File: src/hw/rtl/cwr_pkg.sv
// shared types and constants for the cartridge window read side effects unit
// no dependencies; imported by every module of the block
`timescale 1ns / 1ps

package cwr_pkg;

  localparam int unsigned WINDOW_BYTES = 65536;
  localparam int unsigned OFF_W        = $clog2(WINDOW_BYTES);

  localparam logic [OFF_W-1:0] STATUS_ADDR  = OFF_W'(32512);
  localparam logic [OFF_W-1:0] READY_ADDR   = OFF_W'(30720);
  localparam logic [OFF_W-1:0] STROBE_ADDR  = OFF_W'(32513);
  localparam logic [OFF_W-1:0] MAILBOX_BASE = OFF_W'(28672);

  localparam logic [7:0] KERNEL_READY_MASK = 8'd1;

  localparam int unsigned PAGE_SHIFT = 8;
  localparam int unsigned PORT_COUNT = 8;
  localparam logic [OFF_W:0] MB_LO = {1'b0, MAILBOX_BASE};
  localparam logic [OFF_W:0] MB_HI = MB_LO + (OFF_W+1)'(PORT_COUNT << PAGE_SHIFT);

  localparam logic [2:0] LAST_PORT = 3'd7;
  localparam logic [3:0] NO_PORT   = 4'd8;

  typedef enum logic [2:0] {
    CMD_READ      = 3'd0,
    CMD_WRITE     = 3'd1,
    CMD_SET_READY = 3'd2,
    CMD_BUMP      = 3'd3,
    CMD_CLEAR     = 3'd4
  } cmd_t;

  typedef struct packed {
    cmd_t             cmd;
    logic [OFF_W-1:0] off;
    logic [7:0]       data;
    logic             more;
  } item_t;

  typedef struct packed {
    logic [3:0]  last_port;
    logic [7:0]  frame_ready_now;
    logic [7:0]  status_now;
    logic [31:0] frames_staged;
    logic [31:0] frames_consumed;
    logic        frame_consumed_pulse;
    logic        advance_taken;
    logic [7:0]  read_data;
  } result_t;

  typedef struct packed {
    logic             en;
    logic [OFF_W-1:0] addr;
    logic [7:0]       data;
  } wr_req_t;

endpackage

File: src/hw/rtl/cwr_side_effects.sv
// address decode, side-effect registers and window write-back request
// uses cwr_pkg; fed by the stage register and the window read data
`timescale 1ns / 1ps

module cwr_side_effects (
  input  logic              clk,
  input  logic              rst_n,
  input  logic              go,
  input  cwr_pkg::item_t    item,
  input  logic [7:0]        mem_data,
  output cwr_pkg::result_t  result,
  output cwr_pkg::wr_req_t  wr_req
);
  import cwr_pkg::*;

  logic [7:0]  status_r, status_nxt;
  logic [7:0]  ready_r, ready_nxt;
  logic [31:0] nmi_r, nmi_nxt;
  logic [31:0] mark_r, mark_nxt;
  logic [31:0] staged_r, staged_nxt;
  logic [31:0] consumed_r, consumed_nxt;
  logic [3:0]  port_r, port_nxt;

  logic [OFF_W:0] off_x;
  logic [OFF_W:0] mb_rel;
  logic [2:0]     port;
  logic           in_mb;
  logic [7:0]     bumped;
  logic [7:0]     rd;
  logic           adv;
  logic           pulse;

  always_comb begin
    off_x  = {1'b0, item.off};
    mb_rel = off_x - MB_LO;
    port   = mb_rel[PAGE_SHIFT +: 3];
    in_mb  = (off_x >= MB_LO) && (off_x < MB_HI);
    bumped = mem_data + 8'd1;
    if (bumped == 8'd0) begin
      bumped = 8'd1;
    end

    status_nxt   = status_r;
    ready_nxt    = ready_r;
    nmi_nxt      = nmi_r;
    mark_nxt     = mark_r;
    staged_nxt   = staged_r;
    consumed_nxt = consumed_r;
    port_nxt     = port_r;
    rd           = 8'd0;
    adv          = 1'b0;
    pulse        = 1'b0;
    wr_req.en    = 1'b0;
    wr_req.addr  = item.off;
    wr_req.data  = item.data;

    unique case (item.cmd)
      CMD_READ: begin
        priority if (item.off == STATUS_ADDR) begin
          rd = status_r;
        end else if (item.off == READY_ADDR) begin
          nmi_nxt = nmi_r + 32'd1;
          rd      = ready_r;
        end else if (item.off == STROBE_ADDR) begin
          status_nxt = status_r & ~KERNEL_READY_MASK;
        end else if (in_mb) begin
          port_nxt = {1'b0, port};
          // advance only once an nmi has been counted since the commit
          if (port == LAST_PORT && ready_r != 8'd0 && nmi_r != mark_r) begin
            adv = 1'b1;
            if (item.more) begin
              mark_nxt = nmi_r;
            end else begin
              consumed_nxt = consumed_r + 32'd1;
              ready_nxt    = 8'd0;
              pulse        = 1'b1;
            end
          end
        end else begin
          rd = mem_data;
        end
      end
      CMD_WRITE: begin
        wr_req.en = 1'b1;
      end
      CMD_SET_READY: begin
        ready_nxt = item.data;
        if (item.data != 8'd0) begin
          mark_nxt   = nmi_r;
          staged_nxt = staged_r + 32'd1;
        end
      end
      CMD_BUMP: begin
        wr_req.en   = 1'b1;
        wr_req.data = bumped;
      end
      CMD_CLEAR: begin
        wr_req.en   = 1'b1;
        wr_req.data = 8'd0;
      end
      default: begin
      end
    endcase

    wr_req.en = wr_req.en & go;

    result.read_data            = rd;
    result.advance_taken        = adv;
    result.frame_consumed_pulse = pulse;
    result.frames_consumed      = consumed_nxt;
    result.frames_staged        = staged_nxt;
    result.status_now           = status_nxt;
    result.frame_ready_now      = ready_nxt;
    result.last_port            = port_nxt;
  end

  always_ff @(posedge clk) begin
    if (!rst_n) begin
      status_r   <= KERNEL_READY_MASK;
      ready_r    <= 8'd0;
      nmi_r      <= 32'd0;
      mark_r     <= 32'd0;
      staged_r   <= 32'd0;
      consumed_r <= 32'd0;
      port_r     <= NO_PORT;
    end else if (go) begin
      status_r   <= status_nxt;
      ready_r    <= ready_nxt;
      nmi_r      <= nmi_nxt;
      mark_r     <= mark_nxt;
      staged_r   <= staged_nxt;
      consumed_r <= consumed_nxt;
      port_r     <= port_nxt;
    end
  end

endmodule

File: config.mk
export PLATFORM = sky130hd
export DESIGN_NAME = cwr_side_effects
export DESIGN_NICKNAME = d
export VERILOG_FILES = /design/src/hw/rtl/cwr_pkg.sv /design/src/hw/rtl/cwr_side_effects.sv
export SDC_FILE = /design/constraint.sdc
export NUM_CORES = 1
export LEC_CHECK = 0
export BUFFER_PORTS_ARGS = -buffer_cell sky130_fd_sc_hd__buf_2
export CAP_MARGIN = 20
export CORE_ASPECT_RATIO = 0.5
export CORE_MARGIN = 2
export CORE_UTILIZATION = 57
export DETAILED_ROUTE_END_ITERATION = 16
export PLACE_DENSITY = 0.79
export SYNTH_ARGS = -nofsm -noshare
export SYNTH_HDL_FRONTEND = slang
export SYNTH_SLANG_ARGS = --single-unit
File: constraint.sdc
create_clock -name clk -period 4.9 [get_ports clk]
set_input_delay 1.47 -clock clk [delete_from_list [all_inputs] [get_ports clk]]
set_output_delay 1.47 -clock clk [all_outputs]
set_load 0.005 [all_outputs]
==> impl_results.md, run 1 <==
- Worst Path Max Fanout: 6
- DRC viols: 0
- Largest net degree at the start of global routing: 65
- Htree depth: 4
- CTS Buf Count: 17
- Power Dens Cells: 257.8 nW/um2
- Leakage power: 4.011 nW
- First-pass DRT Iterations: 7
- Placed cell area: 9767 um2
- Peak supply drop: ~0.00025 V
- Clock transition at the registers of the reported paths: 60 ps
- Synth Area in Adders: 0.5586%
- Row Count: 32
- CTS tree: done
- Setup crit start: item[10]
- First-pass GRT wire length: 42.07 mm
- Global Route Usage Sum: between 30% and 40%
- Post-layout util: 68.12%
- Worst R2R Start: nmi_r[25]$_SDFFE_PN0P_
- Required @ worst endpoint: 3430 ps
- Worst slew pin tran: 966.7 ps
- Status: finished, final reports clean
- Ports: 158
- Clk buf depth: 2
- Most common flop cell mapped by yosys: dfxtp_1
- RSZ-0062 raised after global routing: no
- CTS sink cnt: between 100 and 150
- Die Span Y: 92.66 um
- Via/cell ratio: 6.195
- Fin. Hold Viols: 0
- Slew Viols, Final: 0
- Ant diodes: 0
- Vias in the first global route: 8316
- Worst-Skew Late Latency: 430 ps
- Final Cell Area: 10470 um2
- Mapped Avg Cell Area: 7.964 um2
- Hold Path Class: reg2reg
- Maximum clock rate: 0.2082 GHz
- Die Width: 181.3 um
- WP data arrival: 3330 ps
- Final number of setup-violating endpoints: 0
- Synth Instances: 1125
- Post-layout min period: 4803 ps
- Min-delay src: mark_r[2]$_SDFFE_PN0P_
- Largest family of logic cells by synthesized area: simple AND/OR/NAND/NOR gates
- Drt wl/cell: 17.93 um
- Post-synthesis compound-gate area fraction: about an eighth
- Routability Congestion: 0.9309
- Placed Instances: 1424
- I/O Buffers: 150
- Post-synth EDFFs: 0
- Fin cells: 1458
- Register bit total from synthesis: 141
- CP startpoint kind: primary input
- Final Cycle Share: 98.01%
- Drt total wl: 26.14 mm
- Die area: 16800 um2
- Post-synthesis instance area: 8960 um2
- Nets@finish: between 1000 and 1500
- YS warnings: 0
- Initial Utilization: around 60%
- Initial DRC count: 741
- Relative slew slack: a little over a third
- Kind of critical path: in2out
- Core area: 15370 um2
- CTS Root Cell: clkbuf_16
- Layout area overhead: 16.90%
- Hold_buf cts: 0
- Clock Skews: roughly 10 ps
- Detail Route Antenna Nets: 0
- Synth unique cells: 72
- Ys async rst share: 0%
- Xor/xnor share of the synthesized area: 15.25%
- Via count: 9032
- Register area share after synthesis: 31.50%
- Crit end category: output port
- Initial antenna violation count: 0
- Post-Synth Simple-Gate Area: 30.93%
- GRT Residual Overflow: 0
- Layout cells sized above 1: 21.45%
- Post-detail-place hpwl: 18.19 mm
- Max-cap violations: 0
- Multiplexer share of the synthesized area: 1.969%
==> cells in the final DEF (no fill, tap or decap), types with 9 or more instances in the layout <==
cell and instances:
buf_2 150, nor2_1 107, or4_1 20, o21ai_0 12, clkbuf_16 17, dfxtp_1 141
or3_1 12, o21ai_1 35, xnor2_1 84, and4_1 9, nor4_2 10, buf_4 45
nand4_1 49, and2_1 9, nand2_1 78, mux2i_1 12, nand2b_1 13, a21oi_1 66
and3_1 19, nand3_1 107, o31ai_1 12, nor4_1 20, xor2_1 72, nor3_1 28
==> where the power goes <==
part           internal [mW]  switching (mW)  total [mW]
logic                 0.0618           0.116       0.178
registers               1.15         0.00506        1.15
clock network          0.824           0.544        1.37
total                   2.04           0.665        2.70
==> final timing paths <==
kind | endpoint | slack [ps] | cells past startpoint
worst min register to register | mark_r[2]$_SDFFE_PN0P_ | 480 | 2
worst min-delay path | mark_r[2]$_SDFFE_PN0P_ | 480 | 2
worst max-delay path | result[30] | 100 | 8
worst max register to register | consumed_r[1]$_SDFFE_PN0P_ | 2200 | 7
==> cell usage after synthesis (4+ instances only) <==
| library cell | number | area, um2 |
|---|---|---|
| inv_1 | 8 | 30.03 |
| and4_1 | 9 | 78.83 |
| a22o_1 | 8 | 70.07 |
| buf_1 | 5 | 18.77 |
| mux2_2 | 4 | 45.04 |
| or4_1 | 21 | 157.7 |
| nor4_1 | 22 | 137.6 |
| nand2_1 | 78 | 292.8 |
| nor2_1 | 108 | 405.4 |
| xor2_1 | 72 | 630.6 |
| and3_1 | 19 | 118.9 |
| xnor2_1 | 84 | 735.7 |
| buf_2 | 19 | 95.09 |
| nor3_1 | 28 | 140.1 |
| ha_1 | 4 | 50.05 |
| o21ai_1 | 36 | 180.2 |
| dfxtp_1 | 141 | 2823 |
| o31ai_1 | 12 | 90.09 |
| nand2b_1 | 13 | 81.33 |
| nor4_2 | 8 | 100.1 |
| buf_6 | 4 | 45.04 |
| buf_4 | 31 | 232.7 |
| a22oi_1 | 7 | 52.55 |
| a21oi_1 | 66 | 330.3 |
| nand4_1 | 49 | 306.5 |
| clkbuf_1 | 46 | 172.7 |
| o21ai_0 | 12 | 60.06 |
| or3_1 | 13 | 81.33 |
| nand3_1 | 108 | 540.5 |
| and2_1 | 9 | 56.30 |
| a211oi_1 | 5 | 37.54 |
| mux2i_1 | 12 | 120.1 |
| o221ai_1 | 8 | 70.07 |
==> state kept, by name (all words and copies together), names as in the netlist <==
register / flops
ready_r: 8
staged_r: 32
consumed_r: 32
status_r: 1
mark_r: 32
nmi_r: 32
port_r: 4
==> worst max-delay path: stages <==
cell,delay (ps)
buf_2,110
or4b_4,570
or4_4,560
nand2_2,160
nor4_2,80
nand3_1,120
xnor2_1,130
buf_2,130
==> cell type report <==
type | count | area [um2]
inverters | 9 | 35.03
fillers | 1296 | 4901
repair buffers | 196 | 1116
clock inverters | 14 | 182.7
flip-flops and latches | 141 | 2823
well taps | 204 | 255.2
clock buffers | 18 | 439.2
multi-input cells | 876 | 5623
==> cell families after synthesis <==
group | after synthesis
and+or+nand+nor | 509
AOI/OAI and AO/OA | 183
xor gates and xnor gates | 156
DFF | 141
buffers and inverters | 114
muxes | 17
adders and majority gates | 4
other | 1
==> timing repair <==
| item | CTS | global route |
|---|---|---|
| setup buffers | 0 | 1 |
| gates resized for setup | 2 | 7 |
| hold endpoints to repair | 0 | 0 |
| pin swaps | 0 | 1 |
| setup endpoints to repair | 1 | 10 |
==> per-layer routing <==
layer	GRT usage (%)	part of all wire (%)	routed length, um	up-vias
met1	40.17	43	11190	4348
li1	-	-	-	4255
met4	9.282	1.6	430	0
met2	52.01	48	12610	381
met5	0	0	0	-
met3	6.567	7.3	1911	48
==> through the flow <==
stage	power, mW	TNS [ps]	setup WS (ps)	hold slack (ps)
floorplan	1.282	0	213.8	451.3
global placement	1.347	0	20.82	461.0
CTS	2.702	0	49.72	479.3
finish	2.700	0	97.49	476.3
detailed placement	1.349	-22.92	-22.92	470.4
global route	2.777	0	12.36	501.0
No activity file was read; power rests on OpenSTA's default activity.
==> run 2: changes to the inputs <==
--- a/config.mk
+++ b/config.mk
@@ -12,6 +12,7 @@
 export CORE_UTILIZATION = 57
 export DETAILED_ROUTE_END_ITERATION = 16
 export PLACE_DENSITY = 0.79
+export SETUP_SLACK_MARGIN = 0.15
 export SYNTH_ARGS = -nofsm -noshare
 export SYNTH_HDL_FRONTEND = slang
 export SYNTH_SLANG_ARGS = --single-unit
==> constraint.sdc (replaced) <==
create_clock -name clk -period 5.2 [get_ports clk]
set_input_delay 1.56 -clock clk [delete_from_list [all_inputs] [get_ports clk]]
set_output_delay 1.56 -clock clk [all_outputs]
set_load 0.005 [all_outputs]
==> run 2 against run 1 <==
  * Sequential power shrank 5%
  * Worst setup slack gained 89 ps
  * Non-clock buffer count shrank 8
  * First-iteration DRC count shrank 9.7%
  * Final cell count shrank 0.62%
  * Hold slack gained 0.51 ps
  * Clock skew is essentially flat
  * Critical path depth is the same
  * Largest cell class unchanged
  * Highest routed layer unchanged
==> impl_results.md, run 2 (same netlist as run 1, synthesis figures left out) <==
- Status: finished, final reports clean
- Detail Route Antenna Nets: 0 (unchanged)
- Via/cell ratio: 6.117 (-1.3%)
- Global Route Usage Sum: 29.73% (-1.2 points)
- GRT Residual Overflow: 0 (unchanged)
- Power, Total: 2.439 mW (-9.7%)
- Internal power: 1.838 mW (-9.7%)
- Max-cap violations: 0 (unchanged)
- Final Cell Area: 10400 um2 (-0.67%)
- Die Width: 181.3 um (unchanged)
- Clock power frac: 48.7% (-2.0 points)
- Die area: 16800 um2 (unchanged)
- Core area: 15370 um2 (unchanged)
- I/O Buffers: 150 (unchanged)
- Crit end category: output port
- Final number of setup-violating endpoints: 0 (unchanged)
- Sw frac: 24.65% (about the same)
- Setup TNS: 0 ps (unchanged)
- CTS Buf Count: 17 (unchanged)
- Layout area overhead: 16.11%
- First-pass DRT Iterations: 5 (-2)
- Final Cycle Share: ~96%
- First-pass GRT wire length: 40.59 mm (-3.5%)
- Routability Congestion: 0.9115 (-2.1%)
- Initial Utilization: 58.28% (unchanged)
- Hold Path Class: reg2reg
- Relative slew slack: 41.17% (+6.2 points)
- Psw: 0.6011 mW (-9.6%)
- Power Dens Cells: 234.4 nW/um2 (-9.1%)
- Worst slew pin tran: 874.5 ps (-92.29 ps)
- Kind of critical path: in2out
- Drt total wl: 25.02 mm (-4.3%)
- Placed Instances: 1416 (-0.56%)
- Post-layout util: 67.67% (-0.46 points)
- Worst Path Max Fanout: 9 (+3)
- Required @ worst endpoint: 3640 ps (+210 ps)
- RSZ-0062 raised after global routing: yes
- Nets@finish: 1276 (-0.62%)
- Commonest cells after routing, fill and taps aside: buf_2 (150), dfxtp_1 (141), nand3_1 (107), nor2_1 (105), xnor2_1 (84)
- Drt wl/cell: 17.27 um (-3.7%)
- Via count: 8863 (-1.9%)
- Post-detail-place hpwl: 17.45 mm (-4.1%)
- Fillers: 1293 (-0.23%)
- Placed cell area: 9707 um2 (-0.61%)
- Row Count: 32 (unchanged)
- Hold_buf cts: 0 (unchanged)
- Initial antenna violation count: 0 (unchanged)
- Ports: 158 (unchanged)
- Worst-Skew Late Latency: 420 ps (about the same)
- WP data arrival: 3450 ps (+120 ps)
- Slew Viols, Final: 0 (unchanged)
- Htree depth: 4 (unchanged)
- Maximum clock rate: 0.1995 GHz
- Fin cells: 1449 (-0.62%)
- CTS sink cnt: 141 (unchanged)
- Clock transition at the registers of the reported paths: 60 ps (about the same)
- Leakage power: 3.937 nW (-1.8%)
- Layout cells sized above 1: 21.61% (+0.16 points)
- Clock Skews: 10.20 ps (+0.1887 ps)
- Commonest non-fill, non-tap cell in the layout: buf_2
- Peak supply drop: 0.0002388 V (-5.4%)
- Largest net degree at the start of global routing: 66 (+1.5%)
- Clk buf depth: 2 (unchanged)
- Vias in the first global route: 8151 (-2.0%)
- Die Span Y: 92.66 um (unchanged)
- Fin. Hold Viols: 0 (unchanged)
- Post-layout min period: 5013 ps
- Seq pwr share: 44.6% (+1.8 points)
- DRC viols: 0 (unchanged)
- CTS Root Cell: clkbuf_16
- CP startpoint kind: primary input
- Comb pwr share: 6.7% (about the same)
- CTS tree: done
- Initial DRC count: 669 (-9.7%)
- Ant diodes: 0 (unchanged)
-- run 2: cell count changes in the layout (fill, tap and decap cells not counted), moves of 2 or more --
| cell | previous run | this run |
|---|---|---|
| nor3_1 | 28 | 25 |
| nor2_2 | 1 | 3 |
| nor3_2 | 0 | 4 |
| clkbuf_8 | 1 | 3 |
| bufinv_16 | 3 | 1 |
| clkinv_4 | 4 | 1 |
| clkinvlp_4 | 2 | 6 |
| buf_4 | 45 | 36 |
| nor2_1 | 107 | 105 |
-- run 2: power groups by stage --
stage | Sequential, mW | Clock (mW) | Combinational, mW
global route | 1.09 | 1.25 | 0.175
detailed placement | 1.11 | 0 | 0.156
finish | 1.09 | 1.19 | 0.163
global placement | 1.11 | 0 | 0.154
CTS | 1.09 | 1.20 | 0.157
floorplan | 1.11 | 0 | 0.0981
-- run 2: metrics by stage --
stage               hold slack (ps)  worst slack [ps]
floorplan                     451.3             333.8
global placement              461.1             147.2
detailed placement            468.7             102.9
CTS                           477.2             180.4
global route                  498.8             67.25
finish                        476.8             186.7
-- run 2: worst paths after layout --
path / startpoint / end / slack, ps / cells after the start
max reg2reg: nmi_r[25]$_SDFFE_PN0P_ / consumed_r[1]$_SDFFE_PN0P_ / 2510 / 7
min: mark_r[1]$_SDFFE_PN0P_ / mark_r[1]$_SDFFE_PN0P_ / 480 / 2
max: item[26] / result[29] / 190 / 8
min reg2reg: mark_r[1]$_SDFFE_PN0P_ / mark_r[1]$_SDFFE_PN0P_ / 480 / 2
-- run 2: area by class of cell --
class	count	area, um2	area share (%)
Clock inverter	11	110.1	1.058
Tap cell	204	255.2	2.453
Clock buffer	20	466.7	4.486
Multi-Input combinational cell	876	5654	54.35
Inverter	9	35.03	0.3367
Timing Repair Buffer	188	1060	10.19
Sequential cell	141	2823	27.13
-- run 2: worst max-delay path, cell delays in order --
cell,delay [ps]
buf_2,110
or3_1,460
buf_4,200
nor2_4,240
nand3_2,240
nor3_1,330
xor2_1,170
buf_2,130
-- run 2: routing by layer --
| metal | global-route usage, % | routed length (um) | vias to the layer above |
|---|---|---|---|
| met5 | 0 | 0 | - |
| met4 | 7.927 | 356 | 0 |
| met3 | 7.471 | 1885 | 36 |
| met2 | 49.27 | 11850 | 339 |
| met1 | 38.82 | 10930 | 4243 |
| li1 | - | - | 4245 |
-- run 2: what timing repair did --
action,in CTS,in global routing
gates resized for setup,5,16
pin swaps,1,1
endpoints found under the setup margin,9,25
endpoints found under the hold margin,0,0
setup buffers,1,0
==> run 3: changes to the inputs <==
==> constraint.sdc (replaced) <==
create_clock -name clk -period 5.2 [get_ports clk]
set_input_delay 0.26 -clock clk [delete_from_list [all_inputs] [get_ports clk]]
set_output_delay 0.26 -clock clk [all_outputs]
set_load 0.005 [all_outputs]
==> run 3 against run 2 <==
  * Non-clock buffer count is 30 lower
  * Hold slack worse by 290 ps
  * Count of clock-buffer cells in the layout is 2 lower
  * Via count is 0.93% lower
  * Maximum frequency is 28% higher
  * Utilization is 1.9 points lower
  * Clock skew is 1.9 ps lower
  * Final cell count is 2.0% lower
  * Sequential cell count stayed put
  * First-iteration DRC count is 50% higher
  * Wire length is 1.7% lower
  * Sequential power hardly changed
==> impl_results.md, run 3 (same netlist as run 1, synthesis figures left out) <==
- Final number of setup-violating endpoints: 0 (unchanged)
- Commonest cells after routing, fill and taps aside: buf_2 (150), dfxtp_1 (141), nand3_1 (108), nor2_1 (107), xnor2_1 (84)
- Largest net degree at the start of global routing: 72 (+9.1%)
- GRT Residual Overflow: 0 (unchanged)
- Via/cell ratio: 6.184 (+1.1%)
- First-pass GRT wire length: 39.36 mm (-3.0%)
- Peak supply drop: 0.0002347 V (-1.7%)
- FF-to-FF setup slack: 2020 ps (-490 ps)
- Routability Congestion: 0.9017 (-1.1%)
- Layout area overhead: 12.89%
- Worst R2R Start: nmi_r[8]$_SDFFE_PN0P_
- CTS Root Cell: clkbuf_16
- CP endpoint: result[18]
- Initial antenna violation count: 0 (unchanged)
- Drt wl/cell: 17.33 um (+0.33%)
- Ports: 158 (unchanged)
- Worst slew pin tran: 1035 ps (+160.9 ps)
- CTS sink cnt: 141 (unchanged)
- Required @ worst endpoint: 4940 ps (+1300 ps)
- Worst-Skew Late Latency: 430 ps (about the same)
- Kind of critical path: reg2out
- CTS tree: done
- Post-detail-place hpwl: 16.76 mm (-3.9%)
- Final Cycle Share: 75.10% (-21 points)
- M2 GR Usage: 46.33% (-2.9 points)
- Relative slew slack: 30.90% (-10 points)
- Initial Utilization: 58.28% (unchanged)
- Crit end category: output port
- Die area: 16800 um2 (unchanged)
- Status: finished, final reports clean
- Htree depth: 4 (unchanged)
- Setup crit start: nmi_r[8]$_SDFFE_PN0P_
- Vias in the first global route: 7790 (-4.4%)
- Hold_buf cts: 0 (unchanged)
- Place WS: 1810 ps (+1707 ps)
- Final Cell Area: 10110 um2 (-2.8%)
- Leakage power: 3.795 nW (-3.6%)
- Die Span Y: 92.66 um (unchanged)
- Slowest Stage Delay on Critical Path: 850 ps (+390 ps)
- Layout cells sized above 1: 18.34% (-3.3 points)
- Nets@finish: 1246 (-2.4%)
- Commonest non-fill, non-tap cell in the layout: buf_2
- Met3 Use GR: 6.292% (-1.2 points)
- Final worst slack: 1295 ps (+1108 ps)
- Row Count: 32 (unchanged)
- Min-delay src: item[19]
- CTS Buf Count: 17 (unchanged)
- Slew Viols, Final: 0 (unchanged)
- Post-layout min period: 3905 ps (-1108 ps)
- Initial DRC count: 1001 (+50%)
- Core area: 15370 um2 (unchanged)
- WP data arrival: 3650 ps (+200 ps)
- Via count: 8781 (-0.93%)
- Global Route Usage Sum: 28.77% (-0.96 points)
- Power, Total: 2.503 mW (+2.6%)
- I/O Buffers: 150 (unchanged)
- FF-to-FF path depth: 7 (unchanged)
- Post-cts resize count: 0 (-5)
- Fin. Hold Viols: 0 (unchanged)
- Drt total wl: 24.60 mm (-1.7%)
- Die Width: 181.3 um (unchanged)
- WHS: 189.7 ps (-287.2 ps)
- Power Dens Cells: 247.4 nW/um2 (+5.5%)
- Reg2Reg Capture Point: consumed_r[11]$_SDFFE_PN0P_
- Postcts setup bufs: 0 (-1)
- CP startpoint kind: flip-flop
- GRT busiest layer: met2
- Detail Route Antenna Nets: 0 (unchanged)
- CP Cell Sequence: xnor2_1, nand4_1, or4_1, nor2_2, buf_4, nor4_1, xor2_1, buf_2
- RSZ-0062 raised after global routing: no
- Hold Path Class: in2reg
- Clk buf depth: 2 (unchanged)
- Worst Path Max Fanout: 28 (+19)
- Ant diodes: 0 (unchanged)
- Clock transition at the registers of the reported paths: 60 ps (about the same)
- Maximum clock rate: 0.2561 GHz (+28%)
- Setup TNS: 0 ps (unchanged)
- Met1 Use GR: 38.86% (+0.042 points)
- Max-cap violations: 0 (unchanged)
- First-pass DRT Iterations: 5 (unchanged)
- Placed cell area: 9489 um2 (-2.2%)
- Slowest cell on the critical path: nor2_2
- Clock Skews: 8.275 ps (-1.930 ps)
- DRC viols: 0 (unchanged)
run 3: changes by cell type in the layout (fill, tap and decap cells not counted), sizes merged:
cell,delta
buf,-30
clkinv,+6
clkinvlp,-4
bufinv,+2
clkbuf,-2
inv,-1
run 3: area by class of cell:
cell class,instances,area [um2]
Multi-Input combinational cell,876,5573
Fill cell,1326,5260
Tap cell,204,255.2
Sequential cell,141,2823
Clock inverter,14,168.9
Inverter,9,35.03
Clock buffer,18,429.2
Timing Repair Buffer,158,830.8
run 3: routing by layer:
metal	share of wire, %	wire length (um)
met5	0	0
met4	1.7	416
met3	8.3	2030
met2	47	11450
met1	44	10710
run 3: critical path: cells and delay by family (launching register included):
family	cells	cell delay [ps]
buffers and inverters	2	520
XOR/XNOR	2	350
flip-flops	1	440
AND/OR/NAND/NOR	4	1890
run 3: worst min path at each step:
stage                                         end  depth (start not counted)  slack, ps
after floorplan            port_r[0]$_SDFFE_PN0P_                          2        410
after global placement    mark_r[22]$_SDFFE_PN0P_                          2        460
after detailed placement   mark_r[4]$_SDFFE_PN0P_                          2        470
after CTS                  port_r[2]$_SDFFE_PN0P_                          3        190
after global routing       port_r[1]$_SDFFE_PN0P_                          3        230
final                      port_r[2]$_SDFFE_PN0P_                          3        190
run 3: power breakdown:
group	switching (mW)	total, mW	internal (mW)
sequential	0.00489	1.09	1.08
clock	0.506	1.26	0.756
combinational	0.102	0.153	0.0502
run 3: per-stage QoR:
| stage | std cells | utilization, % |
|---|---|---|
| global placement | 1387 | 61.72 |
| floorplan | 1131 | - |
| CTS | 1419 | 65.61 |
| global route | 1420 | 65.79 |
| detailed placement | 1387 | 61.72 |
| finish | 1420 | 65.79 |
